--- src/hdl/s2a_pkg.sv ---
// Shared types, constants and key tables for the scan code decoder.
// No dependencies.
package s2a_pkg;

  localparam logic [7:0] RELEASE_BIT   = 8'h80;
  localparam logic [7:0] LSHIFT_MAKE   = 8'h2A;
  localparam logic [7:0] RSHIFT_MAKE   = 8'h36;
  localparam logic [7:0] CAPS_MAKE     = 8'h3A;
  localparam logic [7:0] LSHIFT_BREAK  = 8'hAA;
  localparam logic [7:0] RSHIFT_BREAK  = 8'hB6;
  localparam logic [3:0] REPORT_LAST   = 4'd13;
  localparam logic [7:0] CASE_OFFSET   = 8'h20;

  typedef struct packed {
    logic       is_report;
    logic [7:0] data;
  } entry_t;

  function automatic logic [7:0] plain_char(input logic [6:0] c);
    logic [7:0] r;
    case (c)
      7'h02: r = "1";  7'h03: r = "2";  7'h04: r = "3";  7'h05: r = "4";
      7'h06: r = "5";  7'h07: r = "6";  7'h08: r = "7";  7'h09: r = "8";
      7'h0A: r = "9";  7'h0B: r = "0";
      7'h10: r = "q";  7'h11: r = "w";  7'h12: r = "e";  7'h13: r = "r";
      7'h14: r = "t";  7'h15: r = "z";  7'h16: r = "u";  7'h17: r = "i";
      7'h18: r = "o";  7'h19: r = "p";
      7'h1E: r = "a";  7'h1F: r = "s";  7'h20: r = "d";  7'h21: r = "f";
      7'h22: r = "g";  7'h23: r = "h";  7'h24: r = "j";  7'h25: r = "k";
      7'h26: r = "l";
      7'h2C: r = "y";  7'h2D: r = "x";  7'h2E: r = "c";  7'h2F: r = "v";
      7'h30: r = "b";  7'h31: r = "n";  7'h32: r = "m";  7'h33: r = ",";
      7'h34: r = ".";  7'h35: r = "-";
      7'h1C: r = 8'h0A;
      7'h39: r = " ";
      default: r = 8'h00;
    endcase
    return r;
  endfunction

  function automatic logic [7:0] shifted_char(input logic [6:0] c);
    logic [7:0] r;
    case (c)
      7'h02: r = "!";  7'h03: r = "@";  7'h04: r = "#";  7'h05: r = "$";
      7'h06: r = "%";  7'h07: r = "^";  7'h08: r = "&";  7'h09: r = "*";
      7'h0A: r = "(";  7'h0B: r = ")";
      7'h33: r = "<";  7'h34: r = ">";  7'h35: r = "_";
      7'h1C: r = 8'h0A;
      7'h39: r = " ";
      default: r = 8'h00;
    endcase
    return r;
  endfunction

  function automatic logic [7:0] hex_char(input logic [3:0] n);
    logic [7:0] r;
    if (n < 4'd10) begin
      r = 8'h30 + {4'h0, n};
    end else begin
      r = 8'h37 + {4'h0, n};
    end
    return r;
  endfunction

  // "KEYBOARD 0xHH "
  function automatic logic [7:0] report_char(input logic [3:0] idx, input logic [7:0] code);
    logic [7:0] r;
    case (idx)
      4'd0:  r = "K";
      4'd1:  r = "E";
      4'd2:  r = "Y";
      4'd3:  r = "B";
      4'd4:  r = "O";
      4'd5:  r = "A";
      4'd6:  r = "R";
      4'd7:  r = "D";
      4'd8:  r = " ";
      4'd9:  r = "0";
      4'd10: r = "x";
      4'd11: r = hex_char(code[7:4]);
      4'd12: r = hex_char(code[3:0]);
      4'd13: r = " ";
      default: r = " ";
    endcase
    return r;
  endfunction

endpackage

--- src/hdl/s2a_front.sv ---
// Front end: takes scan codes, tracks shift and caps lock, classifies keys.
// Depends on s2a_pkg.
module s2a_front
  import s2a_pkg::*;
(
  input  logic       clk,
  input  logic       rst_n,
  input  logic       in_valid,
  output logic       in_ready,
  input  logic [7:0] in_scan_code,
  output logic       push_valid,
  input  logic       push_ready,
  output entry_t     push_entry
);

  logic       shift_r, shift_nxt;
  logic       caps_r, caps_nxt;
  logic       accept;
  logic       is_break, is_shift_make, is_caps_make;
  logic [7:0] base, shifted;
  logic       is_letter;

  assign in_ready      = push_ready;
  assign accept        = in_valid && in_ready;
  assign is_break      = (in_scan_code & RELEASE_BIT) != 8'h00;
  assign is_shift_make = (in_scan_code == LSHIFT_MAKE) || (in_scan_code == RSHIFT_MAKE);
  assign is_caps_make  = in_scan_code == CAPS_MAKE;
  assign base          = plain_char(in_scan_code[6:0]);
  assign shifted       = shifted_char(in_scan_code[6:0]);
  assign is_letter     = (base >= "a") && (base <= "z");

  always_comb begin
    shift_nxt            = shift_r;
    caps_nxt             = caps_r;
    push_valid           = 1'b0;
    push_entry.is_report = 1'b0;
    push_entry.data      = base;
    if (is_break) begin
      if ((in_scan_code == LSHIFT_BREAK) || (in_scan_code == RSHIFT_BREAK)) begin
        shift_nxt = 1'b0;
      end
    end else if (is_shift_make) begin
      shift_nxt = 1'b1;
    end else if (is_caps_make) begin
      caps_nxt = !caps_r;
    end else if (base == 8'h00) begin
      push_valid           = in_valid;
      push_entry.is_report = 1'b1;
      push_entry.data      = in_scan_code;
    end else begin
      push_valid = in_valid;
      if (is_letter) begin
        if (shift_r != caps_r) begin
          push_entry.data = base - CASE_OFFSET;
        end
      end else if (shift_r) begin
        push_entry.data = shifted;
      end
    end
  end

  always_ff @(posedge clk) begin
    if (!rst_n) begin
      shift_r <= 1'b0;
      caps_r  <= 1'b0;
    end else if (accept) begin
      shift_r <= shift_nxt;
      caps_r  <= caps_nxt;
    end
  end

endmodule

--- src/hdl/s2a_queue.sv ---
// Small FIFO between the front end and the output sequencer.
// Depends on s2a_pkg.
module s2a_queue
  import s2a_pkg::*;
#(
  parameter int DEPTH = 2
) (
  input  logic   clk,
  input  logic   rst_n,
  input  logic   push_valid,
  output logic   push_ready,
  input  entry_t push_entry,
  output logic   pop_valid,
  input  logic   pop_ready,
  output entry_t pop_entry
);

  localparam int PTR_W = (DEPTH > 1) ? $clog2(DEPTH) : 1;
  localparam int CNT_W = $clog2(DEPTH + 1);
  localparam logic [PTR_W-1:0] LAST_PTR = PTR_W'(DEPTH - 1);
  localparam logic [CNT_W-1:0] FULL_CNT = CNT_W'(DEPTH);

  entry_t           mem_r [DEPTH];
  logic [PTR_W-1:0] wr_ptr_r, rd_ptr_r;
  logic [CNT_W-1:0] count_r;
  logic             do_push, do_pop;

  assign push_ready = count_r != FULL_CNT;
  assign pop_valid  = count_r != '0;
  assign pop_entry  = mem_r[rd_ptr_r];
  assign do_push    = push_valid && push_ready;
  assign do_pop     = pop_valid && pop_ready;

  always_ff @(posedge clk) begin
    if (do_push) begin
      mem_r[wr_ptr_r] <= push_entry;
    end
  end

  always_ff @(posedge clk) begin
    if (!rst_n) begin
      wr_ptr_r <= '0;
      rd_ptr_r <= '0;
      count_r  <= '0;
    end else begin
      if (do_push) begin
        wr_ptr_r <= (wr_ptr_r == LAST_PTR) ? '0 : wr_ptr_r + 1'b1;
      end
      if (do_pop) begin
        rd_ptr_r <= (rd_ptr_r == LAST_PTR) ? '0 : rd_ptr_r + 1'b1;
      end
      if (do_push && !do_pop) begin
        count_r <= count_r + 1'b1;
      end else if (do_pop && !do_push) begin
        count_r <= count_r - 1'b1;
      end
    end
  end

endmodule

--- src/hdl/s2a_back.sv ---
// Output sequencer: emits single characters and streams the unknown-key report.
// Depends on s2a_pkg.
module s2a_back
  import s2a_pkg::*;
(
  input  logic       clk,
  input  logic       rst_n,
  input  logic       pop_valid,
  output logic       pop_ready,
  input  entry_t     pop_entry,
  output logic       out_valid,
  input  logic       out_ready,
  output logic [7:0] out_character,
  output logic       out_last_of_run
);

  logic       out_valid_r;
  logic [7:0] out_char_r;
  logic       out_last_r;
  logic       run_r;
  logic [3:0] run_idx_r;
  logic [7:0] run_code_r;
  logic       load;

  assign load            = !out_valid_r || out_ready;
  assign pop_ready       = load && !run_r;
  assign out_valid       = out_valid_r;
  assign out_character   = out_char_r;
  assign out_last_of_run = out_last_r;

  always_ff @(posedge clk) begin
    if (!rst_n) begin
      out_valid_r <= 1'b0;
      run_r       <= 1'b0;
      run_idx_r   <= '0;
    end else if (load) begin
      if (run_r) begin
        out_valid_r <= 1'b1;
        out_char_r  <= report_char(run_idx_r, run_code_r);
        out_last_r  <= run_idx_r == REPORT_LAST;
        run_idx_r   <= run_idx_r + 1'b1;
        run_r       <= run_idx_r != REPORT_LAST;
      end else if (pop_valid) begin
        out_valid_r <= 1'b1;
        if (pop_entry.is_report) begin
          out_char_r <= report_char(4'd0, pop_entry.data);
          out_last_r <= 1'b0;
          run_r      <= 1'b1;
          run_idx_r  <= 4'd1;
          run_code_r <= pop_entry.data;
        end else begin
          out_char_r <= pop_entry.data;
          out_last_r <= 1'b1;
        end
      end else begin
        out_valid_r <= 1'b0;
      end
    end
  end

endmodule

--- src/hdl/scancode_to_ascii_decoder.sv ---
// Scan code set 1 to ASCII decoder, top level.
// Depends on s2a_pkg, s2a_front, s2a_queue, s2a_back.
//
// A scan code is accepted in the cycle it is offered while the internal queue
// (QUEUE_DEPTH entries, at least 2) has room; shift, caps lock and ignored
// break codes produce no beat. A known key gives one beat, an unknown make
// code gives 14 beats ("KEYBOARD 0xHH "), streamed one per cycle by the output
// sequencer while out_ready is high. Input and output stall independently
// through the queue.
module scancode_to_ascii_decoder
  import s2a_pkg::*;
#(
  parameter int QUEUE_DEPTH = 2
) (
  input  logic       clk,
  input  logic       rst_n,
  input  logic       in_valid,
  output logic       in_ready,
  input  logic [7:0] in_scan_code,
  output logic       out_valid,
  input  logic       out_ready,
  output logic [7:0] out_character,
  output logic       out_last_of_run
);

  logic   push_valid, push_ready;
  entry_t push_entry;
  logic   pop_valid, pop_ready;
  entry_t pop_entry;

  s2a_front u_front (
    .clk          (clk),
    .rst_n        (rst_n),
    .in_valid     (in_valid),
    .in_ready     (in_ready),
    .in_scan_code (in_scan_code),
    .push_valid   (push_valid),
    .push_ready   (push_ready),
    .push_entry   (push_entry)
  );

  s2a_queue #(
    .DEPTH (QUEUE_DEPTH)
  ) u_queue (
    .clk        (clk),
    .rst_n      (rst_n),
    .push_valid (push_valid),
    .push_ready (push_ready),
    .push_entry (push_entry),
    .pop_valid  (pop_valid),
    .pop_ready  (pop_ready),
    .pop_entry  (pop_entry)
  );

  s2a_back u_back (
    .clk             (clk),
    .rst_n           (rst_n),
    .pop_valid       (pop_valid),
    .pop_ready       (pop_ready),
    .pop_entry       (pop_entry),
    .out_valid       (out_valid),
    .out_ready       (out_ready),
    .out_character   (out_character),
    .out_last_of_run (out_last_of_run)
  );

endmodule

--- config.mk ---
export PLATFORM = sky130hd
export DESIGN_NAME = scancode_to_ascii_decoder
export DESIGN_NICKNAME = d
export VERILOG_FILES = /design/src/hdl/s2a_pkg.sv /design/src/hdl/s2a_front.sv /design/src/hdl/s2a_queue.sv /design/src/hdl/s2a_back.sv /design/src/hdl/scancode_to_ascii_decoder.sv
export SDC_FILE = /design/constraint.sdc
export NUM_CORES = 1
export LEC_CHECK = 0
export BUFFER_PORTS_ARGS = -buffer_cell sky130_fd_sc_hd__buf_2
export CAP_MARGIN = 20
export CORE_ASPECT_RATIO = 1.75
export CORE_MARGIN = 2
export CORE_UTILIZATION = 45
export CTS_CLUSTER_SIZE = 30
export DETAILED_ROUTE_END_ITERATION = 12
export MAX_ROUTING_LAYER = met4
export SLEW_MARGIN = 20
export SYNTH_ARGS = -nofsm -noshare
export SYNTH_HDL_FRONTEND = slang
export SYNTH_HIERARCHICAL = 1
export SYNTH_SLANG_ARGS = --single-unit
--- constraint.sdc ---
create_clock -name clk -period 3.2 [get_ports clk]
set_input_delay 0.48 -clock clk [delete_from_list [all_inputs] [get_ports clk]]
set_output_delay 0.48 -clock clk [all_outputs]
set_load 0.1 [all_outputs]
==> qor.txt <==
Status = completed
Largest net degree at the start of global routing = 23
PortBufs = 22
Ys flop type = edfxtp_1
Vias in the first global route = 3361
Antenna Diode Count = 0
Proportion of layout cells with a drive suffix above 1 = 0.211
Crit share post-route = 0.943
Initial DRC Count = 148
Post-DP HPWL = 7950 um
GRT Overall Usage = 0.236
Power Total = 2490 uW
Fraction of registers with async set/reset = 0
Clk root buf = clkbuf_16
Net Sw Frac = 0.414
Crit Path Max Fanout = 6
Finished Core Util = 0.512
Fin crit period = 3020 ps
Total global routing overflow = 0
Initial antenna violation count = 0
Reg power frac = 0.356
EDFF count, synth = 35
Htree depth = 2
Routability cong. = 0.978
Placed inst area = 4080 um^2
Hold Worst Slack = 526 ps
Flops & latches, synth = 48
Xor/xnor share of the synthesized area = 0.0231
Design Area, Final = 4230 um^2
Adder-cell area share of the yosys netlist = 0.0661
First-pass iteration count of the detailed router = 5
Die area = 9200 um^2
Synth area leader = edfxtp_1
Synth top area cells = edfxtp_1 (28%), dfxtp_1 (6.9%), ha_1 (6.6%), nor2b_1 (3.1%), mux2_2 (3.0%)
Post-synthesis sequential area ratio = 0.346
I/O Pins = 23
Crit. End Element = flip-flop
Rows = 44
Routed WL = 10000 um
Clock latency on the worst-skew pair = 290 ps
CP Class = in -> reg
Bufs on Longest Clock Path = 2
Psw = 1030 uW
Setup-failing EPs final = 0
Antenna-violating nets left = 0
Worst vdd ir = 0.284 mV
Die Y = 125 um
Post-CTS Setup Repair Bufs = 0
Net count after synthesis = 433
Clock power share = 0.207
Drt wl/cell = 18.9 um
First-pass GRT wire length = 16200 um
Max_cap viols = 0
Slew @ Worst Pin = 856 ps
Logic pwr share = 0.437
Max Clock Skew = 7.62 ps
Die Span X = 73.4 um
Post-cts sizing count = 0
Largest family of logic cells by synthesized area = compound AO/OA/AOI/OAI gates
Fin. Hold Viols = 0
Unrepaired setup endpoints after global routing = no
Vias = 3349
Crit path DAT = 3040 ps
Core ar. = 8260 um^2
Post-Syn Area = 3790 um^2
Share of the synthesized area in the top cell type = 0.278
Crit start category = input port
Post-synthesis compound-gate area fraction = 0.234
Avg Inst Size Synth = 9.44 um^2
Clk slew on worst S/H paths = 60 ps
Max Clock Freq = 331 MHz
Vias/cell = 6.34
Top post-synthesis cells by count = edfxtp_1 (35), nand2_1 (28), nor2_1 (23)
Syn Inst Count = 401
CTS Sinks = 48
PD cells = 589 nW/um^2
Layout net count = 467
YS warnings = 6
Max-slew headroom = 0.427
CP required = 3230 ps
Area grow syn2layout = 11.7%
Final Max Tran Viols = 0
Initial Util = 0.459
CTS Buf Count = 5
P_int = 1460 uW
Worst min path class = in -> reg
Synth Area in Simple Gates = 0.214
Hold_buf cts = 0
CTS tree = done
DRC viols = 0
Top-count cell post-synth = edfxtp_1
Post-synth cell types = 80
Leak = 0.00161 uW
Post-synthesis mux area share = 0.0463
==> registers in the layout, summed over array words and instances, names as in the netlist, named ones only <==
name	flops
u_queue/wr_ptr_r	1
u_back/out_last_of_run	1
u_front/shift_r	1
u_queue/count_r	2
u_back/run_idx_r	4
u_back/run_r	1
u_back/run_code_r	8
u_back/out_valid	1
u_back/out_character	8
u_queue/mem_r	18
u_queue/rd_ptr_r	1
u_front/caps_r	1
==> cells by family after synthesis <==
kind of cell / Yosys count
mux: 16
xor+xnor: 10
fa+ha+maj: 20
simple gates: 141
compound gates: 118
flops: 48
buf+inv: 48
==> power by group through the flow <==
stage / logic (uW) / registers, uW / clock network [uW]
4_1_cts: 1090 / 888 / 535
2_1_floorplan: 604 / 1160 / 0
3_5_place_dp: 1080 / 902 / 0
5_1_grt: 1170 / 906 / 560
6_report: 1090 / 888 / 516
3_3_place_gp: 1080 / 898 / 0
==> critical path, stage by stage <==
cell     delay [ps]
buf_2           160
inv_1           120
ha_1            350
or3_1           400
a41oi_2         290
o21ai_2         100
or3_1           480
o21ai_4         250
nor3b_4          80
a221o_1         320
==> placed cells by master (no fill, tap or decap), types with 13 or more instances in the layout <==
cell,n
edfxtp_1,35
a21oi_1,16
ha_1,20
dfxtp_1,13
buf_4,35
nor2_1,23
buf_2,22
nor2b_1,19
inv_1,17
o21ai_0,21
nand2_1,28
nand3_1,14
==> metal layers <==
layer / wire length (um) / global-route usage
met5: 0 / -
met4: 763 / 0.174
met3: 313 / 0.0250
met2: 5690 / 0.440
met1: 3230 / 0.202
==> metrics by stage <==
| stage | setup TNS [ps] | setup WS (ps) | instances |
|---|---|---|---|
| 2_1_floorplan | 0 | 2.56 | 401 |
| 3_3_place_gp | -10.1 | -4.16 | 520 |
| 3_5_place_dp | -597 | -83.2 | 520 |
| 4_1_cts | 0 | 209 | 528 |
| 5_1_grt | 0 | 62.4 | 528 |
| 6_report | 0 | 181 | 528 |
==> layout make-up <==
type                       count  area (um^2)
timing repair buffer          57          373
sequential                    48         1310
multi-input combinational    305         2220
inverter                      18         67.6
clock buffer                   6          139
tap                           92          115
fill                         777         4030
clock inverter                 2         10.0
==> path summary, 6_finish.rpt <==
check,from,end,slack (ps),depth (start not counted)
min reg2reg,u_back/run_idx_r[1],u_back/run_idx_r[1],540,2
max reg2reg,u_back/run_r,u_back/out_character[0],1170,2
max,in_scan_code[1],u_queue/mem_r[0][1],180,10
min,rst_n,u_queue/wr_ptr_r,530,2
Note: power is estimated with default switching activity, not from simulation.
